--- src/sv/rbaf_pkg.sv ---
// Shared types, constants and helpers of the ring buffer allocator with fences.
package rbaf_pkg;

   // Watch table geometry: two banks of WATCH_DEPTH entries each
   localparam int WATCH_DEPTH = 32;
   localparam int WATCH_AW    = (WATCH_DEPTH > 1) ? $clog2(WATCH_DEPTH) : 1;
   localparam int MEM_DEPTH   = 2 * (1 << WATCH_AW);
   localparam int CNT_W       = 6;
   localparam logic [CNT_W:0] DEPTH_LIMIT = (CNT_W + 1)'(WATCH_DEPTH);

   // Queue between the front and the back
   localparam int QUEUE_DEPTH = 2;
   localparam int QUEUE_AW    = $clog2(QUEUE_DEPTH);
   localparam int QUEUE_CW    = $clog2(QUEUE_DEPTH + 1);

   // Configuration register indexes
   localparam int CSR_IDX_W = 2;
   typedef enum logic [CSR_IDX_W-1:0] {
      CSR_BUFFER_SIZE = 2'd0,
      CSR_COHERENT    = 2'd1,
      CSR_BUFFER_KIND = 2'd2,
      CSR_ATOM_SIZE   = 2'd3
   } csr_index_type;

   // Result kinds
   localparam logic [1:0] KIND_WAIT  = 2'd0;
   localparam logic [1:0] KIND_GRANT = 2'd1;
   localparam logic [1:0] KIND_ACK   = 2'd2;

   // Cache actions
   localparam logic [1:0] ACT_NONE  = 2'd0;
   localparam logic [1:0] ACT_FLUSH = 2'd1;
   localparam logic [1:0] ACT_INVAL = 2'd2;

   // Error codes
   localparam logic [1:0] ERR_OK           = 2'd0;
   localparam logic [1:0] ERR_OVERSIZE     = 2'd1;
   localparam logic [1:0] ERR_OVER_RESERVE = 2'd2;
   localparam logic [1:0] ERR_TABLE_FULL   = 2'd3;

   // Buffer kinds
   localparam logic [1:0] BUF_UPLOAD   = 2'd0;
   localparam logic [1:0] BUF_DOWNLOAD = 2'd1;
   localparam logic [1:0] BUF_STREAM   = 2'd2;

   // Request item
   typedef struct packed {
      logic        req_type;
      logic [31:0] size;
      logic [16:0] alignment;
      logic [63:0] current_tick;
   } rbaf_req_type;

   // Result item
   typedef struct packed {
      logic [1:0]  result_kind;
      logic [63:0] wait_tick;
      logic [31:0] region_offset;
      logic [31:0] region_size;
      logic        invalidated;
      logic [1:0]  cache_action;
      logic [1:0]  error;
      logic        last;
   } rbaf_rsp_type;

   // Configuration registers
   typedef struct packed {
      logic [31:0] buffer_size;
      logic        coherent;
      logic [1:0]  buffer_kind;
      logic [16:0] atom_size;
   } rbaf_cfg_type;

   // Classified operation passed from the front to the back
   typedef struct packed {
      logic        is_commit;
      logic [32:0] rsize;
      logic [16:0] alignment;
      logic [63:0] tick;
   } rbaf_op_type;

   // Queue status seen by both sides
   typedef struct packed {
      logic full;
      logic empty;
   } rbaf_qstat_type;

   // Back end sequencer states
   typedef enum logic [2:0] {
      ST_IDLE,
      ST_MAP,
      ST_COMMIT,
      ST_WALK,
      ST_GRANT
   } rbaf_state_type;

   // Round x up with the mask rule; an alignment of zero leaves x as it is.
   function automatic logic [32:0] round_up(input logic [32:0] x, input logic [16:0] a);
      logic [32:0] am1;
      begin
         am1 = {16'd0, a - 17'd1};
         if (a == 17'd0) begin
            return x;
         end
         return (x + am1) & ~am1;
      end
   endfunction

endpackage

--- src/sv/rbaf_front.sv ---
// Front end: accepts request items and classifies them for the back end.
module rbaf_front (
   input  logic                    req_valid,
   output logic                    req_stall,
   input  rbaf_pkg::rbaf_req_type  req_data,
   input  rbaf_pkg::rbaf_cfg_type  cfg,
   input  rbaf_pkg::rbaf_qstat_type qstat,
   output logic                    push,
   output rbaf_pkg::rbaf_op_type   push_op
);
   import rbaf_pkg::*;

   logic atom_round;

   // The request side stalls only while the queue has no room.
   assign req_stall = qstat.full;
   assign push      = req_valid && !qstat.full;

   // Non-coherent stream buffers round every size up to the atom.
   assign atom_round = !cfg.coherent && (cfg.buffer_kind == BUF_STREAM);

   always_comb begin
      push_op.is_commit = req_data.req_type;
      push_op.rsize     = atom_round ? round_up({1'b0, req_data.size}, cfg.atom_size)
                                     : {1'b0, req_data.size};
      push_op.alignment = req_data.alignment;
      push_op.tick      = req_data.current_tick;
   end

endmodule

--- config.mk ---
export PLATFORM = sky130hd
export DESIGN_NAME = rbaf_front
export DESIGN_NICKNAME = d
export VERILOG_FILES = /design/src/sv/rbaf_pkg.sv /design/src/sv/rbaf_front.sv
export SDC_FILE = /design/constraint.sdc
export NUM_CORES = 1
export LEC_CHECK = 0
export BUFFER_PORTS_ARGS = -buffer_cell sky130_fd_sc_hd__buf_2
export CORE_AREA = 2 2 111 113
export DETAILED_ROUTE_END_ITERATION = 8
export DIE_AREA = 0 0 113 115
export PLACE_DENSITY = 0.59
export RECOVER_POWER = 100
export SYNTH_ARGS = -nofsm -noshare
export SYNTH_HDL_FRONTEND = slang
export SYNTH_SLANG_ARGS = --single-unit
--- constraint.sdc ---
create_clock -name vclk -period 2.9
set_clock_uncertainty 0.15 [all_clocks]
set_input_delay 0.145 -clock vclk [all_inputs]
set_output_delay 0.145 -clock vclk [all_outputs]
set_load 0.02 [all_outputs]
==> Word level (Yosys, flattened, before mapping) <==
Index checks and enable logic that the tools add are counted.
{ "totals": {"regBits": 0, "input_bits": 169, "out_inout_bits": 117, "elab_cells": 14} }
{ "op_classes": {"n_addsub": 2, "eq_ne": 1, "muxes": 4, "bitwise": 2, "reduce_logical": 5} }
{ "op_table": {"columns": ["operator", "count"], "rows": [
  ["2-to-1 mux 33 bit", 3],
  ["adder 32 x 17 -> 33 bit", 1],
  ["AND 33 bit", 1],
  ["inverter 17 -> 33 bit", 1],
  ["zero test 17 bit", 1],
  ["subtractor 17 x 1 -> 17 bit (second input constant)", 1],
  ["== test 2 bit (second input constant)", 1],
  ["logical AND 1 bit", 2],
  ["zero test 1 bit", 2],
  ["2-to-1 mux 1 bit", 1]
]} }

==> Longest topological paths before layout <==
{ "depth": {"depth_word": 5, "mapped_depth": 13, "mapped_depth_nobuf": 13} }

==> Least setup slack after synthesis <==
OpenSTA, ideal clock, no wires.
{ "synth_path": {"path_kind": "input port to output port", "startpoint": "in cfg[6] (netlist name)", "endpoint": "out push_op[110] (netlist name)", "arrival_ns": 2.833, "t_required_ns": 2.605, "path_slack_ns": -0.228, "stages": 11, "n_path_buf": 0, "path_cell_list": "nor4_2 nand2b_1 nor4_1 xor2_1 ha_1 nand3_1 or3_1 o21ai_2 o221ai_4 nor4_4 xor2_1"} }
{ "synth_rtl": {"columns": ["item", "line", "text"], "rows": [
  ["start, declared", "rbaf_front.sv:6", "input rbaf_pkg::rbaf_cfg_type cfg,"],
  ["end, declared", "rbaf_front.sv:9", "output rbaf_pkg::rbaf_op_type push_op"]
]} }

==> impl_metrics.toml <==
[setup_path]
slowest_delay_ns = 0.31
critPathCaptureType = "primary output"
required_ns = 2.61
cpMaxStageDelayCell = "nor4_4"
path_depth = 16
crit_path_cell_trace = "buf_8, nor4_4, nand2b_1, nor4_2, xor2_1, ha_1, buf_4, and3_1, o21ai_2, o21ai_4, o221ai_4, buf_12, buf_4, nor2_4, xor2_2, buf_6"
endpoint = "push_op[102]"
crit_family = "simple AND/OR/NAND/NOR gates"
startpoint = "cfg[9]"
cp_common_cell = "buf_4"
critPathBufInv = 5
critPathKind = "in2out"
cp_max_fo = 8
start_kind = "input pin"
arrival_ns = 2.97

[final_layout]
nets = 599
seq_cells = 0
drive_gt1_share_pct = 65.8
nFillCells = 1236
area_growth_pct = 61.6
fin_area_mm2 = 0.00381
diodes = 0
clock_buffers = 0
seq_area_um2 = 0

[logic_synthesis]
syn_nets = 507
syn_area_mm2 = 0.00236
syn_inst = 319
synth-xor-area-share_pct = 15.2
synth_compound_area_share_pct = 19.3
yosysSeqAreaShare_pct = 0
ys_types = 47
synth-simple-area-share_pct = 26.0
synthAdderAreaFrac_pct = 10.4
synth.avg_cell_area_um2 = 7.39
synth_top_family_by_area = "buffers and inverters"
yosysWarningCount = 0
synth_mux_area_share_pct = 0

[placed_design]
preCtsSetupSlack_ns = -0.586
hpwlAfterDp_um = 6110
io_buffers = 89
placed_cell_area_mm2 = 0.00301
gp_congestion = 0.937

[sta]
setup_viol = 22
finalCritPeriodShare_pct = 113
hold_violations = 0
max_clock_freq_ghz = 0.306
tightest_slew_ns = 0.625
grt_setup_unrepaired = "yes"
relSlewSlack_pct = 58.0
fin_ws_ns = -0.368
tns_ns = -5.78
period_needed_ns = 3.27
drv_slew = 0

[die]
fp-row-count = 40
die_w_um = 113
start_util_pct = 19.9
die_h_um = 115
coreArea_mm2 = 0.0118
io_pins = 286
die_area_mm2 = 0.0130

[worst_hold_path]
hp-class = "in2out"

[run_status]
violations = "design-rule violations, negative setup slack"
status = "complete, but fails checks"

[detailed_routing]
via_count = 2523
vias_per_cell = 4.54
drc = 13
ant_nets = 0
avgRoutedWirePerCell_um = 14.2
drt_iter0_drc = 67
routed_wl_um = 7910
drt_first_pass_iters = 6

[global_routing]
grt_first_pass_wirelength_um = 11900
grt_pass1_vias = 2514
met2_usage_pct = 20.0
grt_overflow = 0
track_usage_pct = 10.8
gr-max-usage-layer = "met2"
grtUsageMet1_pct = 13.1
grt_antenna_before_repair = 0
grt_max_degree = 26
grt_util_met3_pct = 2.11

[power_and_ir_drop]
cellPowerDensity_mw_per_mm2 = 182
p_leak_nw = 1.73
ir_drop_uv = 69.1

[clock_tree]
cts_hold_buffers = 0

[job]
cap_violations = 0
[Yosys cell counts (2+ instances only)]
cell / number / area [um2]
nand2b_1: 6 / 37.5
a21oi_2: 2 / 17.5
nor4b_2: 5 / 75.1
o211ai_1: 2 / 15.0
xor2_1: 27 / 236
nor2b_1: 3 / 18.8
xnor2_1: 14 / 123
or3_1: 2 / 12.5
nand2_1: 37 / 139
and3_1: 4 / 25.0
a21o_1: 3 / 22.5
nor3_1: 6 / 30.0
o21ai_2: 4 / 35.0
a21boi_0: 2 / 15.0
nand3_1: 9 / 45.0
and2_1: 2 / 12.5
inv_1: 7 / 26.3
a211oi_1: 2 / 15.0
nor4_1: 7 / 43.8
ha_1: 18 / 225
nand4_1: 4 / 25.0
o21ai_0: 3 / 15.0
buf_4: 87 / 653
o31ai_1: 15 / 113
a21oi_1: 10 / 50.1
nor2_1: 16 / 60.1
nor3b_1: 2 / 15.0
[layout by cell type (no fill, tap or decap), drive strengths merged, types with 4 or more instances in the layout]
cell type / netlist / final
inv: 7 / 7
xor2: 27 / 27
nand4: 4 / 4
nand2: 37 / 37
and3: 4 / 4
o21ai: 8 / 8
nand3: 9 / 9
nand2b: 7 / 7
nor3: 8 / 8
xnor2: 14 / 14
clkbuf: 1 / 8
buf: 87 / 170
o31ai: 16 / 16
a21oi: 12 / 12
nor4b: 5 / 5
nor4: 9 / 9
nor2: 16 / 16
ha: 18 / 18
[metal layers]
metal / part of all wire (%) / wire length (um)
met4: 1.3 / 103
met3: 6.4 / 504
met1: 42 / 3320
met5: 0 / 0
met2: 50 / 3980
[power by group]
group,switching (mW),total (mW),leakage (nW),internal (mW)
Sequential,0,0,0,0
Combinational,0.355,0.694,1.73,0.339
Clock,0,0,0,0
Total,0.355,0.694,1.73,0.339
[stage by stage]
stage | hold WS, ns | cells | power, mW | utilization (%)
floorplan | 0.218 | 319 | 0.464 | -
finish | 0.140 | 556 | 0.694 | 32.2
CTS | 0.140 | 547 | 0.634 | 30.3
global placement | 0.140 | 532 | 0.530 | 25.5
detailed placement | 0.140 | 532 | 0.534 | 25.5
global route | 0.140 | 556 | 0.745 | 32.2
[worst min path at each step]
| stage | start | cells past startpoint | slack, ns | end |
|---|---|---|---|---|
| 3_5_place_dp | req_data[14] | 0 | 0.14 | push_op[14] |
| 2_1_floorplan | qstat[1] | 1 | 0.22 | push |
| 3_3_place_gp | req_data[14] | 0 | 0.14 | push_op[14] |
| 6_report | req_data[41] | 0 | 0.14 | push_op[41] |
| 5_1_grt | req_data[37] | 0 | 0.14 | push_op[37] |
| 4_1_cts | req_data[14] | 0 | 0.14 | push_op[14] |
[cells by family after synthesis]
group	Yosys count
compound gates	56
simple gates	108
xor+xnor	41
fa+ha+maj	19
buf+inv	95
[final cells by class]
type	count	area (um2)	share of cell area (%)
inverter	7	31.3	0.822
multi-input combinational	224	2310	60.7
timing repair buffer	178	1280	33.7
tap	147	184	4.83
[what timing repair did]
| item | in CTS | in global routing |
|---|---|---|
| endpoints found under the setup margin | 26 | 26 |
| setup buffers | 16 | 11 |
| gates resized for setup | 99 | 34 |
| pin swaps | 51 | 39 |
Power figures use the tool's default switching activity.
