## src/sv/rbaf_pkg.sv

```systemverilog
// Shared types, constants and helpers of the ring buffer allocator with fences.
package rbaf_pkg;

   // Watch table geometry: two banks of WATCH_DEPTH entries each
   localparam int WATCH_DEPTH = 32;
   localparam int WATCH_AW    = (WATCH_DEPTH > 1) ? $clog2(WATCH_DEPTH) : 1;
   localparam int MEM_DEPTH   = 2 * (1 << WATCH_AW);
   localparam int CNT_W       = 6;
   localparam logic [CNT_W:0] DEPTH_LIMIT = (CNT_W + 1)'(WATCH_DEPTH);

   // Queue between the front and the back
   localparam int QUEUE_DEPTH = 2;
   localparam int QUEUE_AW    = $clog2(QUEUE_DEPTH);
   localparam int QUEUE_CW    = $clog2(QUEUE_DEPTH + 1);

   // Configuration register indexes
   localparam int CSR_IDX_W = 2;
   typedef enum logic [CSR_IDX_W-1:0] {
      CSR_BUFFER_SIZE = 2'd0,
      CSR_COHERENT    = 2'd1,
      CSR_BUFFER_KIND = 2'd2,
      CSR_ATOM_SIZE   = 2'd3
   } csr_index_type;

   // Result kinds
   localparam logic [1:0] KIND_WAIT  = 2'd0;
   localparam logic [1:0] KIND_GRANT = 2'd1;
   localparam logic [1:0] KIND_ACK   = 2'd2;

   // Cache actions
   localparam logic [1:0] ACT_NONE  = 2'd0;
   localparam logic [1:0] ACT_FLUSH = 2'd1;
   localparam logic [1:0] ACT_INVAL = 2'd2;

   // Error codes
   localparam logic [1:0] ERR_OK           = 2'd0;
   localparam logic [1:0] ERR_OVERSIZE     = 2'd1;
   localparam logic [1:0] ERR_OVER_RESERVE = 2'd2;
   localparam logic [1:0] ERR_TABLE_FULL   = 2'd3;

   // Buffer kinds
   localparam logic [1:0] BUF_UPLOAD   = 2'd0;
   localparam logic [1:0] BUF_DOWNLOAD = 2'd1;
   localparam logic [1:0] BUF_STREAM   = 2'd2;

   // Request item
   typedef struct packed {
      logic        req_type;
      logic [31:0] size;
      logic [16:0] alignment;
      logic [63:0] current_tick;
   } rbaf_req_type;

   // Result item
   typedef struct packed {
      logic [1:0]  result_kind;
      logic [63:0] wait_tick;
      logic [31:0] region_offset;
      logic [31:0] region_size;
      logic        invalidated;
      logic [1:0]  cache_action;
      logic [1:0]  error;
      logic        last;
   } rbaf_rsp_type;

   // Configuration registers
   typedef struct packed {
      logic [31:0] buffer_size;
      logic        coherent;
      logic [1:0]  buffer_kind;
      logic [16:0] atom_size;
   } rbaf_cfg_type;

   // Classified operation passed from the front to the back
   typedef struct packed {
      logic        is_commit;
      logic [32:0] rsize;
      logic [16:0] alignment;
      logic [63:0] tick;
   } rbaf_op_type;

   // Queue status seen by both sides
   typedef struct packed {
      logic full;
      logic empty;
   } rbaf_qstat_type;

   // Back end sequencer states
   typedef enum logic [2:0] {
      ST_IDLE,
      ST_MAP,
      ST_COMMIT,
      ST_WALK,
      ST_GRANT
   } rbaf_state_type;

   // Round x up with the mask rule; an alignment of zero leaves x as it is.
   function automatic logic [32:0] round_up(input logic [32:0] x, input logic [16:0] a);
      logic [32:0] am1;
      begin
         am1 = {16'd0, a - 17'd1};
         if (a == 17'd0) begin
            return x;
         end
         return (x + am1) & ~am1;
      end
   endfunction

endpackage

```

## src/sv/rbaf_queue.sv

```systemverilog
// Short queue of classified operations between the front and back ends.
module rbaf_queue (
   input  logic                     clock,
   input  logic                     reset,
   input  logic                     push,
   input  rbaf_pkg::rbaf_op_type    push_op,
   input  logic                     pop,
   output rbaf_pkg::rbaf_op_type    head_op,
   output rbaf_pkg::rbaf_qstat_type qstat
);
   import rbaf_pkg::*;

   rbaf_op_type           slot_ff [QUEUE_DEPTH];
   logic [QUEUE_AW-1:0]   wr_ptr_ff, wr_ptr_in;
   logic [QUEUE_AW-1:0]   rd_ptr_ff, rd_ptr_in;
   logic [QUEUE_CW-1:0]   count_ff, count_in;

   assign qstat.full  = (count_ff == QUEUE_CW'(QUEUE_DEPTH));
   assign qstat.empty = (count_ff == '0);
   assign head_op     = slot_ff[rd_ptr_ff];

   // Pointer and fill count update.
   always_comb begin
      wr_ptr_in = wr_ptr_ff;
      rd_ptr_in = rd_ptr_ff;
      count_in  = count_ff;
      if (push) begin
         wr_ptr_in = (wr_ptr_ff == QUEUE_AW'(QUEUE_DEPTH - 1)) ? '0 : wr_ptr_ff + 1'b1;
      end
      if (pop) begin
         rd_ptr_in = (rd_ptr_ff == QUEUE_AW'(QUEUE_DEPTH - 1)) ? '0 : rd_ptr_ff + 1'b1;
      end
      if (push && !pop) begin
         count_in = count_ff + 1'b1;
      end else if (pop && !push) begin
         count_in = count_ff - 1'b1;
      end
   end

   always_ff @(posedge clock) begin
      if (reset) begin
         wr_ptr_ff <= '0;
         rd_ptr_ff <= '0;
         count_ff  <= '0;
      end else begin
         wr_ptr_ff <= wr_ptr_in;
         rd_ptr_ff <= rd_ptr_in;
         count_ff  <= count_in;
      end
   end

   // Storage slots carry no reset.
   always_ff @(posedge clock) begin
      if (push) begin
         slot_ff[wr_ptr_ff] <= push_op;
      end
   end

endmodule

```

## config.mk

```make
export PLATFORM = sky130hd
export DESIGN_NAME = rbaf_queue
export DESIGN_NICKNAME = d
export VERILOG_FILES = /design/src/sv/rbaf_pkg.sv /design/src/sv/rbaf_queue.sv
export SDC_FILE = /design/constraint.sdc
export NUM_CORES = 1
export LEC_CHECK = 0
export ABC_CLOCK_PERIOD_IN_PS = 14450
export BUFFER_PORTS_ARGS = -buffer_cell sky130_fd_sc_hd__buf_2
export CAP_MARGIN = 20
export CORE_AREA = 2 2 128 130
export CTS_BUF_LIST = sky130_fd_sc_hd__clkbuf_4 sky130_fd_sc_hd__clkbuf_8 sky130_fd_sc_hd__clkbuf_16
export DETAILED_ROUTE_END_ITERATION = 8
export DIE_AREA = 0 0 130 132
export GPL_ROUTABILITY_DRIVEN = 0
export GPL_TIMING_DRIVEN = 1
export PLACE_DENSITY = 0.93
export SETUP_SLACK_MARGIN = 0.3
export SYNTH_ARGS = -nofsm -noshare
export SYNTH_HDL_FRONTEND = slang
export SYNTH_SLANG_ARGS = --single-unit
```

## constraint.sdc

```tcl
create_clock -name clock -period 14.45 [get_ports clock]
set_input_delay 2.89 -clock clock [delete_from_list [all_inputs] [get_ports clock]]
set_output_delay 2.89 -clock clock [all_outputs]
set_load 0.1 [all_outputs]
```

**Word level (Yosys, flattened, before mapping)**

Memory sizes are Yosys's and may differ from the RTL's. A register that Yosys moved wholly into a read port is not among the register bits.
Cells that the tools add are included.

- Register bits after elaboration: 4
- RAM bits: 230
- Input bits: 119
- Output and inout bits: 117
- Word-level logic and storage cells: 23
- Memories: 1

- Add/sub/neg operators: 4
- Equality and inequality tests: 1
- Multiplexer cells: 8
- Reduce and logical (&&, ||, !) cells: 6

Memory list:

| memory | depth | width | rd ports | clocked after Yosys merged registers in | write ports | line | text |
|---|---|---|---|---|---|---|---|
| slot_ff | 2 | 115 | 1 | 1 | 1 | rbaf_queue.sv:13 | `rbaf_op_type slot_ff [QUEUE_DEPTH];` |

Operator list:

| kind | count |
|---|---|
| 1-bit 2-to-1 mux | 6 |
| 2-bit 2-to-1 mux | 2 |
| 1-bit adder (second input constant) | 2 |
| 2-bit by 1-bit adder with 2-bit output (second input constant) | 1 |
| 2-bit equality test (second input constant) | 1 |
| 1-bit logical AND | 2 |
| 1-bit zero test | 2 |
| 2-bit zero test | 1 |
| 2-bit nonzero test | 1 |
| 2-bit by 1-bit subtractor with 2-bit output (second input constant) | 1 |

**Depth between registers and ports, before layout**

Gate-level depths: netlist of the first run.

- Depth in word-level cells: 4
- Gate-level depth with buffers: 5
- Depth with buffers taken out: 5

**Least setup slack after synthesis of the first run**

Ideal clock, no wire load.

- Path type: input port to flip-flop
- From: input push
- To: memory slot_ff[0][0] in the netlist's numbering (enable)
- Setup time: 0.604 ns
- Arrival time: 7.883 ns
- Data required time: 13.846 ns
- Path slack: 5.963 ns
- Stages on the path: 1
- Path buffers: 0
- Cell sequence: nor2b_1

- Longest elaborated chain between the ends: 2

Ends and longest elaborated chain:

| item | line | text |
|---|---|---|
| start: declaration | rbaf_queue.sv:5 | `input logic push,` |
| 1-bit 2-to-1 mux | rbaf_queue.sv:54 | `if (push) begin` |
| 1-bit 2-to-1 mux (not written as such) | rbaf_queue.sv:55 | `slot_ff[wr_ptr_ff] <= push_op;` |
| end: declaration | rbaf_queue.sv:13 |  |

Every way passes these cells.

==> impl_results.md, run 1 <==
* First-pass GRT wire length at ~25000 um
* Post-synthesis instance area at 8700 um^2
* Async set or reset register ratio after synthesis at 0%
* Via density at 5.18
* Vias in the first global route at 4713
* Total CTS buffers at 23
* Root Driver: clkbuf_16
* Syn Inst Count at 380
* Measured slew at the worst slew-check pin at around 0.9 ns
* Final min period at 5.91 ns
* WL per Instance at around 19 um
* Worst hold path class: reg -> reg
* Top cells by area, synth: edfxtp_1, mux2_4, mux2_2
* Buffers on Ports at 235
* Overflow after GRT at 0
* Crit path max fanout at 59
* Design area at 10800 um^2
* IO Pins at 236
* Setup crit start kind: flip-flop
* Final-stage net count at 751
* Worst reg-to-reg path cell count at 2
* Adder-Cell Fraction of Synth Area at 0.144%
* Compound-Gate Fraction of Synth Area at less than 1%
* Chip height at 132 um
* GRT Resource Usage Total at 18.9%
* Cell Rows at 46
* PD cells at ~160 nW/um^2
* Synth warnings at 0
* Max-slew violations at 0
* Multi-input gate area at between 1500 and 2000 um^2
* Final setup fails at 0
* CTS hold repair buffers at 0
* Critical path data required time at between 10 and 15 ns
* Xor/xnor share of the synthesized area at 0.403%
* Critical path class: reg -> out
* #FFs+latches synth at 235
* Clk_lat worst skew at about 0.49 ns
* Synth top cells by count: edfxtp_1, mux2_2, mux2_4, buf_6, buf_2
* Register area at 7010 um^2
* CTS sink cnt at around 240
* CTS resizes at 0
* Fin Hold WS at 0.564 ns
* Setup Fix Bufs, Post-CTS at 0
* Pre-antenna DRT Iters at 4
* Clock-pin slew on the worst setup and hold paths at 0.06 ns
* Syn_area_per_cell at 22.9 um^2
* Crit path DAT at 3.02 ns
* Status: finished, final reports clean
* Post-Synth Simple-Gate Area at 0.503%
* Final-layout fill cell count at 998
* Max_cap viols at 0
* Relative slew slack at 38.8%
* Max Fclk at 169 MHz
* Drt drc at 0
* Detailed-placement wirelength estimate at 10900 um
* Skew final at about 0.0063 ns
* WHS Path Cells at 2
* Placed instance area at just over 10000 um^2
* Register area share after synthesis at around four fifths
* Netlist cell types at 16
* H-tree depth at 1
* Layout cells sized above 1 at 60.7%
* Worst-case clock buffer depth at 3
* WL final at 16700 um
* Most frequent cell after synthesis: edfxtp_1
* EDFF count, synth at 230
* Die area at approximately 17000 um^2
* Peak supply drop at roughly 0.00012 V
* Initial Util at 55.4%
* Post-synthesis mux area share at 17.0%
* Area fraction of the dominant cell type after synthesis at 79.4%
* Hold Fails Final Rpt at 0
* Post-route ant nets at 0
* CTS tree: yes
* Setup tns final at 0 ns
* Initial drt markers at 268
* RSZ-0062 raised after global routing: false
* Die width at 130 um
* Core area at 15700 um^2
* Cell taking the most area after synthesis: edfxtp_1
* Antenna diodes at 0
* Most used DFF post-synth: edfxtp_1
* Largest family of logic cells by synthesized area: multiplexers
* Mapped Nets at 500
* Final period utilization at ~41%
* Initial antenna violation count at 0
* Largest net degree at the start of global routing at between 60 and 70
* CP endpoint kind: output pin
* Leakage at 4.17 nW
* Vias at around 4500
* Area delta synth->final at 23.8%
[through the flow]
stage / cells / utilization (%) / power [mW] / setup WS (ns)
after floorplan: 380 / - / 1.18 / 5.96
final: 860 / 68.6 / 1.78 / 8.54
after CTS: 860 / 68.6 / 1.79 / 8.46
after detailed placement: 822 / 64.2 / 1.25 / 8.99
after global routing: 860 / 68.6 / 1.83 / 8.34
after global placement: 822 / 64.2 / 1.24 / 9.05
[cell type report]
cell class	count	area share, %
multi-input cells	131	14.8
well taps	216	2.51
clock inverters	10	0.685
flip-flops and latches	235	65.1
inverters	1	0.0348
repair buffers	239	11.2
clock buffers	28	5.69
[cells by family after synthesis]
logic type      Yosys count
flops                   235
mux                     115
buf+inv                  14
simple gates              9
xor+xnor                  4
compound gates            2
fa+ha+maj                 1
[final timing paths]
kind,start,to,slack [ns]
max,flip-flop,head_op[101],8.54
min,rd_ptr_ff$_SDFFE_PP0P_,flip-flop,0.56
max reg2reg,wr_ptr_ff$_SDFFE_PP0P_,slot_ff[1][9]$_DFFE_PP_,12.15
min reg2reg,rd_ptr_ff$_SDFFE_PP0P_,flip-flop,0.56
[routing by layer]
metal	GRT usage, %	part of all wire [%]
met1	23.3	38
met2	32.7	52
met3	4.42	7.2
met4	6.51	2.6
met5	0	0
[worst max-delay path, cell delays in order, from the launching register on]
cell and delay (ns):
dfxtp_4 0.94, buf_4 0.80, mux2_2 0.31, buf_2 0.42
[where the power goes]
group / switching, mW / internal (mW)
sequential: 0.0186 / 0.796
clock: 0.229 / 0.318
combinational: 0.333 / 0.0832
total: 0.580 / 1.20
[cell usage in the layout (no fill, tap or decap)]
cell / count
nor2b_1: 1
buf_4: 4
nor2_1: 5
inv_1: 1
nor2b_4: 1
o21ai_0: 1
dfxtp_4: 1
buf_2: 235
clkinv_2: 4
clkinv_4: 1
edfxtp_1: 230
mux2_2: 65
bufinv_16: 1
clkbuf_16: 23
clkbuf_4: 5
a21oi_1: 1
ha_1: 1
dfxtp_1: 4
xnor2_1: 2
xor2_1: 2
mux2_4: 50
clkinv_1: 4
or3_1: 1
and2_4: 1
[flip-flops by register name, summed over array words and instances (netlist names), named ones only]
name       cells
slot_ff      230
wr_ptr_ff      1
count_ff       2
rd_ptr_ff      1
(Power assumes the default switching activity.)
==> inputs of run 2 (changes only) <==
- ABC_CLOCK_PERIOD_IN_PS: 14450 -> 6000
- CORE_AREA: 2 2 128 130 -> 2 2 133 135
- DIE_AREA: 0 0 130 132 -> 0 0 135 137
- PLACE_DENSITY: 0.93 -> 0.88
- clock period: 14.45 -> 6 ns (I/O delays scaled with it)
==> run 2 against run 1 <==
  * Hold slack got worse by 0.041 ns
  * Non-clock buffer count did not move
  * Register-to-register slack worse by 8.5 ns
  * Sequential share of layout area about the same
  * Combinational power is 140% higher
  * Global-route usage down 2.2 points
  * Critical path type unchanged
==> impl_results.md, run 2 (same netlist as run 1, synthesis figures left out) <==
* Status: finished, final reports clean (unchanged)
* Clk_lat worst skew at 0.49 ns (about the same)
* CTS tree: yes (unchanged)
* Initial Util at 51.0% (was 55.4%)
* Final-stage net count at 751 (unchanged)
* Final period utilization at 62.5%
* Reg2reg setup slack at 3.70 ns (was 12.15 ns)
* Hold Path Origin: count_ff[1]$_SDFFE_PP0P_ (was rd_ptr_ff$_SDFFE_PP0P_)
* Clock power frac at 29.8% (was 30.8%)
* Largest reg by FF count: slot_ff (unchanged)
* Int Pwr at 2.84 mW (was 1.20 mW)
* Final-layout fill cell count at 1200 (was 998)
* Critical-path top delay cell: dfxtp_4 (unchanged)
* RR Endpoint: slot_ff[1][45]$_DFFE_PP_ (was slot_ff[1][9]$_DFFE_PP_)
* Leading cell type in the layout, fill and taps excluded: buf_2 (unchanged)
* Largest net degree at the start of global routing at 60 (was 66)
* Vias at 4369 (was 4451)
* Skew final at 0.00906 ns (was 0.00634 ns)
* Sw Share at 32.6% (was 32.7%)
* Placement Setup Slack at 2.68 ns (was 8.99 ns)
* Critical path class: reg -> out (unchanged)
* Worst reg-to-reg path cell count at 2 (unchanged)
* Layout cells sized above 1 at 60.5% (was 60.7%)
* Commonest cells after routing, fill and taps aside: buf_2, edfxtp_1, mux2_2 (unchanged)
* Via density at 5.02 (was 5.18)
* Core area at 17100 um^2 (was 15700 um^2)
* Peak supply drop at 0.000239 V (was 0.000121 V)
* Total CTS buffers at 23 (unchanged)
* Critical path data required time at 4.80 ns (was 11.56 ns)
* Comb power frac at 23.6% (was 23.4%)
* Max FFs per register at 230 (unchanged)
* Die area at 18500 um^2 (was 17200 um^2)
* Worst-case clock buffer depth at 3 (unchanged)
* Chip height at 137 um (was 132 um)
* Buffers on Ports at 235 (unchanged)
* Hold Fails Final Rpt at 0 (unchanged)
* Measured slew at the worst slew-check pin at 0.953 ns (was 0.918 ns)
* Final setup margin at 2.25 ns (was 8.54 ns)
* Setup Fix Bufs, Post-CTS at 0 (unchanged)
* RSZ-0062 raised after global routing: false (unchanged)
* GRT Resource Usage Total at 16.6% (was 18.9%)
* Die width at 135 um (was 130 um)
* Setup crit start kind: flip-flop (unchanged)
* WP depth at 3 (unchanged)
* Critical Path Max Stage Delay at 0.91 ns (was 0.94 ns)
* First-pass GRT wire length at 23700 um (was 24900 um)
* Root Driver: clkbuf_16 (unchanged)
* Crit path buf inv count at 2 (unchanged)
* Max Fclk at around 270 MHz
* Final min period at approximately 3.7 ns
* CTS hold repair buffers at 0 (unchanged)
* Detailed-placement wirelength estimate at 10900 um (about the same)
* Vias in the first global route at 4725 (was 4713)
* FF-to-FF Start: wr_ptr_ff$_SDFFE_PP0P_ (unchanged)
* WL per Instance at 18.3 um (was 19.4 um)
* Register area at 7010 um^2 (unchanged)
* Worst hold path class: reg -> reg (unchanged)
* Drt drc at 0 (unchanged)
* Crit-path leading delay family: flip-flops (was buffers and inverters)
* CTS resizes at 0 (unchanged)
* Top flop regs: slot_ff (230), count_ff (2) (unchanged)
* Initial drt markers at 247 (was 268)
* Setup tns final at 0 ns (unchanged)
* Initial antenna violation count at 3 (was 0)
* Max_cap viols at 0 (unchanged)
* Area delta synth->final at 23.7% (was 23.8%)
* Leakage at 4.15 nW (was 4.17 nW)
* WHS Path Cells at 2 (unchanged)
* WL final at 15900 um (was 16700 um)
* Clock-pin slew on the worst setup and hold paths at 0.06 ns (about the same)
* Crit path DAT at 2.55 ns (was 3.02 ns)
* H-tree depth at 1 (unchanged)
* Hold path endpoint: count_ff[1]$_SDFFE_PP0P_
* Crit path max fanout at 59 (unchanged)
* Final setup fails at 0 (unchanged)
* Cell Rows at 48 (was 46)
* Post-route ant nets at 0 (unchanged)
* PD cells at 392 nW/um^2 (was 165 nW/um^2)
* Overflow after GRT at 0 (unchanged)
* Share of power burned in registers at 46.5% (was 45.8%)
* NetSw at 1.38 mW (was 580 uW)
* IO Pins at 236 (unchanged)
* Multi-input gate area at 1590 um^2 (unchanged)
* CTS sink cnt at 235 (unchanged)
* CP endpoint kind: output pin (unchanged)
* Max-slew violations at 0 (unchanged)
* Pre-antenna DRT Iters at 4 (unchanged)
* Worst path cell trace: buf_12 > mux2_2 > buf_2 (was buf_4 > mux2_2 > buf_2)
* Relative slew slack at 36.4% (was 38.8%)
==> run 2: changes by cell type in the layout (fill, tap and decap cells not counted), sizes merged <==
cell	delta
clkbuf	+1
diode	+2
clkinv	-1
bufinv	-1
==> run 2: worst min-delay path, stage by stage (launching register included) <==
cell     delay (ns)
dfxtp_1        0.33
o21ai_0        0.08
a21oi_1        0.06
==> run 2: worst max-delay path by stage <==
stage	end	slack, ns	startpoint
floorplan	slot_ff[0][0]$_DFFE_PP_	1.36	push
global placement	head_op[99]	2.73	flip-flop
detailed placement	head_op[99]	2.68	flip-flop
CTS	head_op[99]	2.15	flip-flop
global route	head_op[99]	2.09	flip-flop
finish	head_op[99]	2.25	flip-flop
==> run 2: area by class of cell <==
class,count,share of cell area (%)
Tap cell,225,2.61
Antenna cell,2,0.0465
Multi-Input combinational cell,131,14.8
Clock inverter,8,0.314
Inverter,1,0.0349
Clock buffer,29,5.76
Timing Repair Buffer,239,11.3
Sequential cell,235,65.1
==> run 2: power groups by stage <==
stage	Clock [mW]	Combinational (mW)	Sequential, mW
3_5_place_dp	0	1.00	2.00
5_1_grt	1.35	1.03	1.97
4_1_cts	1.29	1.00	1.96
3_3_place_gp	0	0.988	1.99
2_1_floorplan	0	0.866	1.98
6_report	1.26	0.997	1.96
==> run 2: routing by layer <==
layer	GRT usage (%)	part of all wire [%]
met1	18.4	36
met2	31.1	54
met3	4.59	7.4
met4	5.32	2.5
met5	0	0.082
==> run 2: through the flow <==
step | util, % | cells | instance area [um^2] | total power, mW | hold slack [ns]
finish | 63.1 | 870 | 10800 | 4.22 | 0.523
global route | 63.1 | 870 | 10800 | 4.35 | 0.561
CTS | 63.1 | 868 | 10800 | 4.26 | 0.531
detailed placement | 59.3 | 831 | 10100 | 3.00 | 0.511
global placement | 59.3 | 831 | 10100 | 2.98 | 0.477
floorplan | - | 380 | 8710 | 2.84 | 0.461
==> inputs of run 3 (changes only) <==
- ABC_CLOCK_PERIOD_IN_PS: 6000 -> 3300
- CORE_AREA: 2 2 133 135 -> 2 2 140 142
- DIE_AREA: 0 0 135 137 -> 0 0 142 144
- PLACE_DENSITY: 0.88 -> 0.84
- clock period: 6 -> 3.3 ns (I/O delays scaled with it)
==> run 3 against run 2 <==
  * Utilization decreased by 5.6 points
  * Cell count up 2.3%
  * Clock power is 110% higher
  * Non-clock buffer count grew 2
  * Sequential share of layout area fell by 1.2 points
  * Global-route usage decreased by 1.6 points
  * Largest cell class unchanged
==> impl_results.md, run 3 (same netlist as run 1, synthesis figures left out) <==
* Commonest cells after routing, fill and taps aside: buf_2, edfxtp_1, mux2_2 (unchanged)
* Vias at 4415 (was 4369)
* Worst-case clock buffer depth at 3 (unchanged)
* Buffers on Ports at 235 (unchanged)
* Core area at 19100 um^2 (was 17100 um^2)
* Fin Hold WS at 0.347 ns (was 0.523 ns)
* PnR Total Power at 8.03 mW (was 4.22 mW)
* Initial drt markers at 168 (was 247)
* Top flop regs: slot_ff (230), count_ff (2) (unchanged)
* CTS sink cnt at 235 (unchanged)
* Largest net degree at the start of global routing at 72 (was 60)
* Initial Util at 45.6% (was 51.0%)
* Critical path data required time at 2.64 ns (was 4.80 ns)
* CTS tree: yes (unchanged)
* Setup Fix Bufs, Post-CTS at 0 (unchanged)
* Drt drc at 0 (unchanged)
* Final-stage net count at 753 (was 751)
* Largest reg by FF count: slot_ff (unchanged)
* Setup crit end: head_op[20] (was head_op[99])
* Worst hold path class: in -> reg (was reg -> reg)
* FF-to-FF Start: wr_ptr_ff$_SDFFE_PP0P_ (unchanged)
* Placed instance area at 10200 um^2 (was 10100 um^2)
* Clk_lat worst skew at 0.50 ns (was 0.49 ns)
* Final setup fails at 0 (unchanged)
* Pre-antenna DRT Iters at 4 (unchanged)
* Die area at 20400 um^2 (was 18500 um^2)
* Setup tns final at 0 ns (unchanged)
* Die width at 142 um (was 135 um)
* Skew final at 0.00879 ns (was 0.00906 ns)
* Via density at 4.96 (was 5.02)
* Leading cell type in the layout, fill and taps excluded: buf_2 (unchanged)
* Final period utilization at 79.6%
* Detailed-placement wirelength estimate at 10900 um (about the same)
* Reg2reg setup slack at 1.70 ns (was 3.70 ns)
* Crit path max fanout at 65 (was 59)
* Final setup margin at 0.673 ns (was 2.25 ns)
* GRT Resource Usage Total at 15.1% (was 16.6%)
* Leakage at 4.23 nW (was 4.15 nW)
* Setup crit start kind: flip-flop (unchanged)
* WHS Path Cells at 1 (was 2)
* H-tree depth at 1 (unchanged)
* CP endpoint kind: output pin (unchanged)
* IO Pins at 236 (unchanged)
* Critical path class: reg -> out (unchanged)
* Relative slew slack at 59.5% (was 36.4%)
* PD cells at 732 nW/um^2 (was 392 nW/um^2)
* Total CTS buffers at 23 (unchanged)
* Overflow after GRT at 0 (unchanged)
* RR Endpoint: slot_ff[1][101]$_DFFE_PP_ (was slot_ff[1][45]$_DFFE_PP_)
* Max FFs per register at 230 (unchanged)
* Root Driver: clkbuf_16 (unchanged)
* Clock-pin slew on the worst setup and hold paths at 0.06 ns (about the same)
* Design area at 11000 um^2 (was 10800 um^2)
* Final min period at 2.63 ns
* Chip height at 144 um (was 137 um)
* Placement Setup Slack at 1.18 ns (was 2.68 ns)
* Vias in the first global route at 4751 (was 4725)
* Initial antenna violation count at 2 (was 3)
* Layout cells sized above 1 at 60.9% (was 60.5%)
* Status: finished, final reports clean (unchanged)
* WL per Instance at 18.2 um (was 18.3 um)
* Crit path DAT at 1.97 ns (was 2.55 ns)
* Hold Fails Final Rpt at 0 (unchanged)
* WL final at 16200 um (was 15900 um)
* Max Fclk at 381 MHz
* Cell Rows at 51 (was 48)
* CTS resizes at 0 (unchanged)
* Worst reg-to-reg path cell count at 2 (unchanged)
* RSZ-0062 raised after global routing: false (unchanged)
* Post-route ant nets at 0 (unchanged)
* Area delta synth->final at 26.0% (was 23.7%)
* Max_cap viols at 0 (unchanged)
* Peak supply drop at 0.000573 V (was 0.000239 V)
* CTS hold repair buffers at 0 (unchanged)
* First-pass GRT wire length at 23900 um (was 23700 um)
* Measured slew at the worst slew-check pin at 0.607 ns (was 0.953 ns)
* Max-slew violations at 0 (unchanged)
run 3: per-layer routing:
layer	vias up	GRT usage (%)	wire, um
met1	2178	16.8	6130
met5	-	0	0
li1	2018	-	-
met4	0	5.79	405
met2	177	26.8	8370
met3	42	5.03	1270
run 3: through the flow:
| stage | utilization, % | instances |
|---|---|---|
| after floorplan | - | 380 |
| after detailed placement | 53.4 | 846 |
| final | 57.5 | 890 |
| after CTS | 57.4 | 887 |
| after global routing | 57.5 | 888 |
| after global placement | 53.4 | 846 |
run 3: worst min path at each step:
stage,end,slack [ns],start
after floorplan,count_ff[1]$_SDFFE_PP0P_,0.46,count_ff[1]$_SDFFE_PP0P_
after global placement,count_ff[1]$_SDFFE_PP0P_,0.48,count_ff[1]$_SDFFE_PP0P_
after detailed placement,count_ff[1]$_SDFFE_PP0P_,0.51,count_ff[1]$_SDFFE_PP0P_
after CTS,slot_ff[0][16]$_DFFE_PP_,0.31,push_op[16]
after global routing,slot_ff[0][67]$_DFFE_PP_,0.32,push_op[67]
final,slot_ff[0][105]$_DFFE_PP_,0.35,push_op[105]
run 3: report_power, final:
part / leakage [nW] / internal, mW / switching, mW
registers: 2.20 / 3.48 / 0.0486
logic: 1.65 / 0.377 / 1.48
clock network: 0.381 / 1.60 / 1.03
run 3: worst max-delay path: stages (launching register included):
cell     delay (ns)
dfxtp_4        0.37
buf_12         0.37
mux2_2         0.40
buf_2          0.29
run 3: cell type report:
class | instances | area (um^2)
Antenna cell | 3 | 7.51
Clock buffer | 25 | 591
Clock inverter | 16 | 180
Fill cell | 1406 | 8110
Inverter | 1 | 3.75
Multi-Input combinational cell | 131 | 1590
Sequential cell | 235 | 7010
Tap cell | 238 | 298
Timing Repair Buffer | 241 | 1280
